==> config.mk <==
export PLATFORM = sky130hd
export DESIGN_NAME = binary_to_decimal_ascii_core
export DESIGN_NICKNAME = d
export VERILOG_FILES = /design/src/hdl/b2da_pkg.sv /design/src/hdl/b2da_cell.sv /design/src/hdl/b2da_ctrl.sv /design/src/hdl/binary_to_decimal_ascii_core.sv
export SDC_FILE = /design/constraint.sdc
export NUM_CORES = 1
export LEC_CHECK = 0
export ABC_CLOCK_PERIOD_IN_PS = 2500
export BUFFER_PORTS_ARGS = -buffer_cell sky130_fd_sc_hd__buf_4
export CAP_MARGIN = 5
export CORE_MARGIN = 10
export CORE_UTILIZATION = 61
export DETAILED_ROUTE_END_ITERATION = 8
export PLACE_DENSITY = 0.92
export SLEW_MARGIN = 40
export SYNTH_ARGS = -nofsm -noshare
export SYNTH_HDL_FRONTEND = slang
export SYNTH_SLANG_ARGS = --single-unit
export TNS_END_PERCENT = 10
==> constraint.sdc <==
create_clock -name clk -period 2.5 [get_ports clk]
set_input_delay 0 -clock clk [delete_from_list [all_inputs] [get_ports clk]]
set_output_delay 0 -clock clk [all_outputs]
set_load 0.02 [all_outputs]
==> src/hdl/b2da_pkg.sv <==
// b2da_pkg: shared types, constants and helpers for the binary to ASCII
// decimal converter. No dependencies; used by every module in hdl/.
package b2da_pkg;

    // Field widths of the request and result ports
    localparam int NUMBER_W = 32;
    localparam int CHAR_W   = 6;
    localparam int DIGIT_W  = 4;

    // Default digit chain length; ten digits cover any 32-bit value
    localparam int MAX_DIGITS_DEF = 10;

    // Binary bits consumed by the cell chain in one cycle
    localparam int BITS_PER_CYCLE = 2;
    localparam int CONV_CYCLES    = NUMBER_W / BITS_PER_CYCLE;
    localparam int CONV_CNT_W     = $clog2(CONV_CYCLES);

    localparam logic [CHAR_W-1:0]  ASCII_ZERO = 6'd48;
    localparam logic [DIGIT_W-1:0] DIGIT_FIVE = 4'd5;
    localparam logic [DIGIT_W-1:0] DIGIT_ADJ  = 4'd3;

    typedef logic [DIGIT_W-1:0]        digit_t;
    typedef logic [BITS_PER_CYCLE-1:0] bits_t;

    typedef enum logic [1:0] {
        ST_IDLE,
        ST_CONVERT,
        ST_EMIT
    } state_t;

    // Commands from the controller to every cell of the chain
    typedef struct packed {
        logic clear;
        logic convert;
        logic shift;
    } cell_ctrl_t;

    // Status from the chain back to the controller
    typedef struct packed {
        logic top_zero;
        logic spill;
    } chain_status_t;

    // Add three to a BCD digit of five or more before it is doubled
    function automatic digit_t dd_adjust(input digit_t d);
        dd_adjust = (d >= DIGIT_FIVE) ? d + DIGIT_ADJ : d;
    endfunction

endpackage

==> src/hdl/b2da_cell.sv <==
// b2da_cell: one BCD digit of the double dabble chain.
// Depends on b2da_pkg (digit_t, bits_t, cell_ctrl_t, dd_adjust).
module b2da_cell (
    input  logic                   clk,
    input  logic                   rst_n,
    input  b2da_pkg::cell_ctrl_t   ctrl,
    input  b2da_pkg::bits_t        bits_in,
    output b2da_pkg::bits_t        bits_out,
    input  b2da_pkg::digit_t       digit_in,
    output b2da_pkg::digit_t       digit_out
);

    b2da_pkg::digit_t digit_reg;
    b2da_pkg::digit_t digit_next;
    b2da_pkg::digit_t adj_first;
    b2da_pkg::digit_t mid_digit;
    b2da_pkg::digit_t adj_second;
    b2da_pkg::digit_t conv_digit;

    // Two adjust-and-double steps; the bit leaving each step goes upward
    always_comb
    begin
        adj_first  = b2da_pkg::dd_adjust(digit_reg);
        mid_digit  = {adj_first[2:0], bits_in[1]};
        adj_second = b2da_pkg::dd_adjust(mid_digit);
        conv_digit = {adj_second[2:0], bits_in[0]};
        bits_out   = {adj_first[3], adj_second[3]};
    end

    // Select clear, convert or move one place up during emission
    always_comb
    begin
        if (ctrl.clear)
        begin
            digit_next = '0;
        end
        else if (ctrl.convert)
        begin
            digit_next = conv_digit;
        end
        else if (ctrl.shift)
        begin
            digit_next = digit_in;
        end
        else
        begin
            digit_next = digit_reg;
        end
    end

    always_ff @(posedge clk or negedge rst_n)
    begin
        if (!rst_n)
        begin
            digit_reg <= '0;
        end
        else
        begin
            digit_reg <= digit_next;
        end
    end

    assign digit_out = digit_reg;

endmodule

==> src/hdl/b2da_ctrl.sv <==
// b2da_ctrl: sequencer for conversion and digit emission.
// Depends on b2da_pkg (state_t, cell_ctrl_t, chain_status_t, constants).
module b2da_ctrl #(
    parameter int MAX_DIGITS = b2da_pkg::MAX_DIGITS_DEF
) (
    input  logic                      clk,
    input  logic                      rst_n,
    input  logic                      in_valid,
    output logic                      in_stall,
    output logic                      out_valid,
    input  logic                      out_stall,
    output logic                      last_digit,
    input  b2da_pkg::chain_status_t   status,
    output b2da_pkg::cell_ctrl_t      cells
);

    localparam int REM_W = $clog2(MAX_DIGITS + 1);

    b2da_pkg::state_t                      state_reg;
    b2da_pkg::state_t                      state_next;
    logic [b2da_pkg::CONV_CNT_W-1:0]       conv_cnt_reg;
    logic [b2da_pkg::CONV_CNT_W-1:0]       conv_cnt_next;
    logic [REM_W-1:0]                      remain_reg;
    logic [REM_W-1:0]                      remain_next;
    logic                                  started_reg;
    logic                                  started_next;
    logic                                  spill_reg;
    logic                                  spill_next;
    logic                                  lead;
    logic                                  on_last;
    logic                                  conv_done;

    assign on_last   = (remain_reg == REM_W'(1));
    assign conv_done = (conv_cnt_reg == '0);
    // A digit is shown once a nonzero digit is seen, on the units digit,
    // or always when the value spilled past the top cell
    assign lead      = spill_reg | started_reg | ~status.top_zero | on_last;

    // Next state
    always_comb
    begin
        state_next = state_reg;
        unique case (state_reg)
            b2da_pkg::ST_IDLE:
            begin
                if (in_valid)
                begin
                    state_next = b2da_pkg::ST_CONVERT;
                end
            end
            b2da_pkg::ST_CONVERT:
            begin
                if (conv_done)
                begin
                    state_next = b2da_pkg::ST_EMIT;
                end
            end
            b2da_pkg::ST_EMIT:
            begin
                if (lead && !out_stall && on_last)
                begin
                    state_next = b2da_pkg::ST_IDLE;
                end
            end
            default:
            begin
                state_next = b2da_pkg::ST_IDLE;
            end
        endcase
    end

    // Outputs and cell commands
    always_comb
    begin
        in_stall      = (state_reg != b2da_pkg::ST_IDLE);
        out_valid     = (state_reg == b2da_pkg::ST_EMIT) && lead;
        last_digit    = on_last;
        cells.clear   = (state_reg == b2da_pkg::ST_IDLE) && in_valid;
        cells.convert = (state_reg == b2da_pkg::ST_CONVERT);
        cells.shift   = (state_reg == b2da_pkg::ST_EMIT) && (!lead || !out_stall);
    end

    // Counters and flags
    always_comb
    begin
        conv_cnt_next = conv_cnt_reg;
        remain_next   = remain_reg;
        started_next  = started_reg;
        spill_next    = spill_reg;
        if (cells.clear)
        begin
            conv_cnt_next = b2da_pkg::CONV_CNT_W'(b2da_pkg::CONV_CYCLES - 1);
            remain_next   = REM_W'(MAX_DIGITS);
            started_next  = 1'b0;
            spill_next    = 1'b0;
        end
        else if (cells.convert)
        begin
            conv_cnt_next = conv_cnt_reg - 1'b1;
            spill_next    = spill_reg | status.spill;
        end
        else if (cells.shift)
        begin
            remain_next  = remain_reg - 1'b1;
            started_next = started_reg | lead;
        end
    end

    always_ff @(posedge clk or negedge rst_n)
    begin
        if (!rst_n)
        begin
            state_reg    <= b2da_pkg::ST_IDLE;
            conv_cnt_reg <= '0;
            remain_reg   <= '0;
            started_reg  <= 1'b0;
            spill_reg    <= 1'b0;
        end
        else
        begin
            state_reg    <= state_next;
            conv_cnt_reg <= conv_cnt_next;
            remain_reg   <= remain_next;
            started_reg  <= started_next;
            spill_reg    <= spill_next;
        end
    end

    // An accepted request always starts a conversion
    a_accept_starts: assert property (@(posedge clk) disable iff (!rst_n)
        in_valid && !in_stall |=> state_reg == b2da_pkg::ST_CONVERT)
        else $error("accepted request did not start conversion");

    // Conversion ends after its fixed count
    a_conv_ends: assert property (@(posedge clk) disable iff (!rst_n)
        state_reg == b2da_pkg::ST_CONVERT && conv_done |=> state_reg == b2da_pkg::ST_EMIT)
        else $error("conversion overran its count");

    // A stalled digit stays offered and the chain does not move
    a_stall_holds: assert property (@(posedge clk) disable iff (!rst_n)
        out_valid && out_stall |=> out_valid && $stable(remain_reg))
        else $error("stalled digit was lost");

    // Emission never runs out of digits
    a_remain_live: assert property (@(posedge clk) disable iff (!rst_n)
        state_reg == b2da_pkg::ST_EMIT |-> remain_reg != '0)
        else $error("emission with no digits left");

endmodule

==> src/hdl/binary_to_decimal_ascii_core.sv <==
// binary_to_decimal_ascii_core: top level of the binary to ASCII decimal converter.
// Depends on b2da_pkg, b2da_cell and b2da_ctrl.
//
//  channel  | handshake            | payload
//  ---------+----------------------+---------------------------------
//  request  | in_valid / in_stall  | number[31:0]
//  result   | out_valid / out_stall| digit_char[5:0], last_digit
//
// A request is accepted, then converted (two bits a cycle through the chain
// of BCD cells); then its MAX_DIGITS digits move up to the top cell one by
// one, each leading zero skipped and each other digit shown. Only one
// request is in work at a time; in_stall is high from acceptance until the
// last digit is taken. out_stall holds the chain and the shown digit. Reset
// returns the block to idle.
module binary_to_decimal_ascii_core #(
    parameter int MAX_DIGITS = b2da_pkg::MAX_DIGITS_DEF
) (
    input  logic                           clk,
    input  logic                           rst_n,
    input  logic                           in_valid,
    output logic                           in_stall,
    input  logic [b2da_pkg::NUMBER_W-1:0]  number,
    output logic                           out_valid,
    input  logic                           out_stall,
    output logic [b2da_pkg::CHAR_W-1:0]    digit_char,
    output logic                           last_digit
);

    logic [b2da_pkg::NUMBER_W-1:0]  num_reg;
    logic [b2da_pkg::NUMBER_W-1:0]  num_next;
    b2da_pkg::cell_ctrl_t           cells;
    b2da_pkg::chain_status_t        status;
    b2da_pkg::bits_t                chain_bits  [MAX_DIGITS+1];
    b2da_pkg::digit_t               chain_digit [MAX_DIGITS+1];

    // Load the request, then feed its bits into the chain, top first
    always_comb
    begin
        num_next = num_reg;
        if (cells.clear)
        begin
            num_next = number;
        end
        else if (cells.convert)
        begin
            num_next = num_reg << b2da_pkg::BITS_PER_CYCLE;
        end
    end

    always_ff @(posedge clk or negedge rst_n)
    begin
        if (!rst_n)
        begin
            num_reg <= '0;
        end
        else
        begin
            num_reg <= num_next;
        end
    end

    assign chain_bits[0]  = num_reg[b2da_pkg::NUMBER_W-1 -: b2da_pkg::BITS_PER_CYCLE];
    assign chain_digit[0] = '0;

    // Row of digit cells, units digit at index zero
    for (genvar i = 0; i < MAX_DIGITS; i++)
    begin : g_cell
        b2da_cell u_cell (
            .clk       (clk),
            .rst_n     (rst_n),
            .ctrl      (cells),
            .bits_in   (chain_bits[i]),
            .bits_out  (chain_bits[i+1]),
            .digit_in  (chain_digit[i]),
            .digit_out (chain_digit[i+1])
        );
    end

    assign status.top_zero = (chain_digit[MAX_DIGITS] == '0);
    assign status.spill    = |chain_bits[MAX_DIGITS];

    b2da_ctrl #(
        .MAX_DIGITS (MAX_DIGITS)
    ) u_ctrl (
        .clk        (clk),
        .rst_n      (rst_n),
        .in_valid   (in_valid),
        .in_stall   (in_stall),
        .out_valid  (out_valid),
        .out_stall  (out_stall),
        .last_digit (last_digit),
        .status     (status),
        .cells      (cells)
    );

    // Top cell drives the shown character
    assign digit_char = b2da_pkg::ASCII_ZERO
                      + {{(b2da_pkg::CHAR_W - b2da_pkg::DIGIT_W){1'b0}}, chain_digit[MAX_DIGITS]};

endmodule
# Word-level counts from Yosys, hierarchy flattened
# Cells that the tools add are included.
# totals
reg_bits,84
input_bits,36
output_inout_bits,9
elab_cells,156
# op_classes
n_addsub,23
n_lt_le_gt_ge,20
eq_ne,7
mux,66
bitwise,6
reduce_logical,18
# ops
cell,count
4-bit 2-to-1 mux,55
"4-bit by 2-bit adder with 4-bit output, second input constant",20
"4-bit by 3-bit greater-or-equal comparator with 1-bit output, second input constant",20
32-bit 2-to-1 mux,2
4-bit zero test,2
"4-bit by 1-bit subtractor with 4-bit output, second input constant",2
"5-bit by 5-bit adder with 6-bit output, first input constant",1
2-bit 2-to-1 mux,3
"2-bit by 1-bit inequality test with 1-bit output, second input constant",3
2-bit one-hot mux with 3 select lines,1
2-bit nonzero test,3
1-bit logical AND,5
1-bit 2-to-1 mux,5
1-bit OR,5
"4-bit by 1-bit equality test with 1-bit output, second input constant",1
3-bit AND reduction,1
3-bit nonzero test,1
"2-bit by 1-bit equality test with 1-bit output, second input constant",1
"2-bit equality test, second input constant",1
1-bit zero test,2
2-bit zero test,1
"2-bit inequality test, second input constant",1
2-bit AND reduction,1
2-bit OR reduction,1
2 further kinds,2

# Longest topological paths before layout
# depth
word_depth,10
ltp_mapped,11
depth_no_buf,11

# By module
# Synthesis repeated with hierarchy kept, for this count alone.
# hier_totals
hier_cells,711
hier_area_um2,6408.6
# modules_own_cells
mod,instances,cells_each,area_per_inst_um2,seq_area_each_um2
b2da_cell,10,50,422.9,100.1
binary_to_decimal_ascii_core,1,145,1542.7,800.8
b2da_ctrl,1,66,636.9,300.3

# Worst setup path after synthesis
# Ideal clock, no wire load.
# synth_timing
path_kind,register to register
from,register u_ctrl.remain_reg[1]
to,register u_ctrl.remain_reg[0]
setup_ns,0.130
t_arrival_ns,2.243
required_time_ns,2.370
path_slack_ns,0.126
stages_incl_launch_ff,9
path_buffers,2
period_less_slack_ns,2.374
cell_sequence,dfrtp_1 inv_1 ha_1 nor3b_1 o41a_1 buf_2 buf_2 xnor2_1 nor2_1
# synth_via
elab_chain_len,7
# synth_lines
item,line,rtl
from (decl),b2da_ctrl.sv:23,logic [REM_W-1:0] remain_reg;
from (signal assigned),b2da_ctrl.sv:123,remain_reg <= remain_next;
4-bit by 1-bit equality test with 1-bit output,b2da_ctrl.sv:33,assign on_last = (remain_reg == REM_W'(1));
named net last_digit,binary_to_decimal_ascii_core.sv:26,output logic last_digit
1-bit OR,b2da_ctrl.sv:37,assign lead = spill_reg | started_reg | ~status.top_zero | on_last;
1-bit zero test,b2da_ctrl.sv:80,cells.shift = (state_reg == b2da_pkg::ST_EMIT) && (!lead || !out_stall);
1-bit logical OR,b2da_ctrl.sv:80,
1-bit logical AND,b2da_ctrl.sv:80,
2-bit nonzero test (no source line),-,
2-bit AND reduction (no source line),-,
# The timed path passes the listed nets, and every way through them passes these cells.
# A chain may end at the register's enable or synchronous reset.

# Final worst setup path
# layout_timing
from,register g_cell[2].u_cell.digit_reg[0]
to,register g_cell[2].u_cell.digit_reg[2]
# layout_via
elab_chain_len,6
elab_cells_between_ends,8
cone_classes,add/sub (2); order compare (2); mux (4)
# layout_lines
item,line,rtl
from (decl),b2da_cell.sv:13,b2da_pkg::digit_t digit_reg;
from (signal assigned),b2da_cell.sv:59,digit_reg <= digit_next;
4-bit by 2-bit adder with 4-bit output / 4-bit by 3-bit greater-or-equal comparator with 1-bit output (equally long branches),b2da_pkg.sv:46,dd_adjust = (d >= DIGIT_FIVE) ? d + DIGIT_ADJ : d;
4-bit 2-to-1 mux *,b2da_pkg.sv:46,
4-bit by 2-bit adder with 4-bit output / 4-bit by 3-bit greater-or-equal comparator with 1-bit output (equally long branches),b2da_pkg.sv:46,
4-bit 2-to-1 mux *,b2da_pkg.sv:46,
4-bit 2-to-1 mux *,b2da_cell.sv:37,else if (ctrl.convert)
4-bit 2-to-1 mux *,b2da_cell.sv:33,if (ctrl.clear)
# Mark *: on every way between the ends. The rest lies on a longest branch, timed or not.

==> results.toml <==
[critical_path]
required_ps = 2780
crit_path_max_fanout = 5
r2r_slack_ps = -180
worstRegToRegCells = 10
start_kind = "flip-flop"
crit_path_end = "g_cell[2].u_cell.digit_out[2]"
endpoint_kind = "flip-flop"
worstSetupPathType = "flip-flop to flip-flop"
critPathLaunch = "g_cell[2].u_cell.digit_out[0]"
r2r_end = "g_cell[2].u_cell.digit_out[2]"
arrival_ps = 2960
timing.rr.start = "g_cell[2].u_cell.digit_out[0]"

[global_route]
grt_pass1_wl_mm = 29.4
grt_pass1_vias = 5877
grt_use_total = 0.253
grt-ovfl-total = 0
antenna_found_initial = 2
grt_max_degree = 85

[clock_network]
cts-root-buf = "clkbuf_8"
cts_buffers = 9
clock_sinks = 84
htreeDepth = 3
clkTransAtPathRegs_ps = 100
clock_path_buffers = 2
cts_tree = "done"
clock_latency_ps = 390

[synthesis]
yosysWarningCount = 0
synthCells = 664
synth.area.top_cells = "dfrtp_1, ha_1, o21ai_0, a21oi_1, nor2b_1"
synthArstFlopShare = 1.00
synth_cell_types = 47
synth_top_area_frac = 0.358
avgSynthCellArea_um2 = 8.85
yosys.area.top_type = "dfrtp_1"
ys_seq_area_frac = 0.358
synthFlopType = "dfrtp_1"
syn_area_um2 = 5880
synth_edf_count = 0
ys_ff_latch = 84

[sta]
worst-slew-pin-transition_ps = 770
setup_slack_ps = -182
fin_worst_skew_ps = 16.8
fin_crit_sh = 1.07
final_hold_viol_count = 0
finalSetupViolCount = 13
period_needed_ps = 2680
fmax_mhz = 373
drv_slew = 0
slew_headroom = 0.486
rsz0062_at_grt = "true"

[job]
maxCapViolCount = 0

[placed_design]
io_buffers = 42
place_congestion = 0.922
placed_area_um2 = 6360
dp_hpwl_mm = 10.4

[drt]
vias = 6281
wl_per_cell_um = 23.8
ant_nets = 0
routed_via_density = 7.17
drt-total-wl_mm = 20.8
drc_errors = 0
dr.pass1.iters = 7
drtIter0Drc = 1354

[finish]
area_growth_syn_to_layout_pct = 22.5
fillers = 488
layout-drive-gt1-share = 0.249
nNetsFinal = 818
stdcell_area_um2 = 7200
final_util = 0.772
largest_reg_flops = 40

[floorplan]
dieArea_um2 = 14000
die_y_um = 118
start_util = 0.630
die_x_um = 118
ios = 45
rows = 35
core_um2 = 9330

[pwr]
powerDensity_nw_per_um2 = 1680
p_leak_nw = 3.23
vdd_ir_drop_max_mv = 0.692

[min_path]
hold_start = "in_valid"
hold_path.class = "input port to flip-flop"

[outcome]
outcome = "complete, but fails checks"
failed_checks = "setup timing"
[worst max-delay path: stages, from the launching register on]
cell and delay (ps):
dfrtp_2 480, inv_2 120, ha_2 220, nand2b_1 190, a21oi_2 320, xnor2_2 150, ha_1 260, nor2b_2 170
o21ai_2 210, mux2i_1 120, a221o_1 330
[worst min path at each step]
stage | to | slack (ps) | depth (start not counted)
2_1_floorplan | g_cell[0].u_cell.digit_out[0] | -300 | 0
3_3_place_gp | num_reg[1] | 200 | 3
3_5_place_dp | g_cell[9].u_cell.digit_out[3] | 110 | 1
4_1_cts | u_ctrl.started_reg | 130 | 4
5_1_grt | u_ctrl.started_reg | 180 | 4
6_report | u_ctrl.started_reg | 130 | 4
[timing repair]
item | CTS | global route
endpoints found under the hold margin | 117 | 0
gates cloned | 0 | 0
buffers inserted | 0 | 9
resized for setup | 14 | 71
pin swaps | 1 | 11
hold buffers | 34 | 0
endpoints found under the setup margin | 10 | 27
[area by class of cell]
class | count | area [µm²] | area share
diodes | 1 | 2.50 | 0.000347
clock buffers | 10 | 138 | 0.0191
clock inverters | 6 | 52.6 | 0.00730
inverters | 35 | 131 | 0.0182
multi-input cells | 506 | 3710 | 0.515
flip-flops and latches | 84 | 2110 | 0.293
well taps | 129 | 161 | 0.0224
repair buffers | 105 | 902 | 0.125
[kinds of logic after synthesis]
| kind of cell | Yosys count | share of synthesized area |
|---|---|---|
| adder cells (fa/ha/maj) | 41 | 0.0873 |
| buffers and inverters | 75 | 0.0547 |
| XOR/XNOR | 23 | 0.0343 |
| multiplexers | 37 | 0.0664 |
| AND/OR/NAND/NOR | 173 | 0.164 |
| other | 1 | 0.000638 |
| AO/OA/AOI/OAI | 230 | 0.235 |
| flip-flops | 84 | 0.358 |
[report_power, final]
group | internal, mW | leakage [nW] | switching, mW
clock | 0.407 | 0.0983 | 0.591
sequential | 2.00 | 1.05 | 0.782
combinational | 3.77 | 2.08 | 4.58
[placed cells by master (no fill, tap or decap), types with 6 or more instances in the layout]
cell and instances:
and3_1 12, nor2b_2 6, nor3b_1 15, o21ai_1 7
mux2i_1 21, o22ai_1 14, dfrtp_1 80, a21oi_1 58
o221ai_1 8, inv_2 15, a21oi_2 16, ha_2 11
dlygate4sd3_1 34, nand2b_1 24, xnor2_1 13, mux2_2 16
buf_4 68, xnor2_2 9, o21ai_0 65, nor2_1 35
a22oi_1 32, nand2_1 21, nor2b_1 33, clkbuf_8 10
ha_1 29, inv_1 20, a221o_1 8, nand3_1 12
[per-layer routing]
layer / track usage / share of wire / wire (µm) / up-vias
li1: - / - / - / 2538
met1: 0.282 / 0.34 / 7080 / 2942
met2: 0.422 / 0.48 / 9890 / 590
met3: 0.0695 / 0.10 / 2180 / 209
met4: 0.153 / 0.079 / 1650 / 2
met5: 0 / 0.00062 / 13 / -
[metrics by stage]
stage | TNS [ps] | worst slack [ps] | total power, mW | std cells | hold slack [ps]
global route | -1950 | -211 | 12.8 | 876 | 179
CTS | -28.5 | -28.5 | 10.5 | 866 | 126
global placement | 0 | 120 | 8.65 | 816 | 198
finish | -962 | -182 | 12.1 | 876 | 130
floorplan | 0 | 126 | 7.60 | 665 | -296
detailed placement | -410 | -123 | 9.24 | 816 | 105
[cells in the mapped netlist (3+ instances only)]
library cell,count
a22oi_1,32
a21oi_1,74
nand3_1,12
a221o_1,8
buf_4,6
ha_1,41
o221ai_1,8
nor3b_1,18
o21ai_0,76
mux2i_1,21
dfrtp_1,84
o211ai_1,3
buf_2,8
xnor2_1,22
nor2_1,35
buf_1,5
mux2_2,16
inv_1,35
o22ai_1,15
and3_1,12
nand2b_1,24
nor2b_1,40
nand2_1,22
clkbuf_1,20
Power figures use the tool's default switching activity.
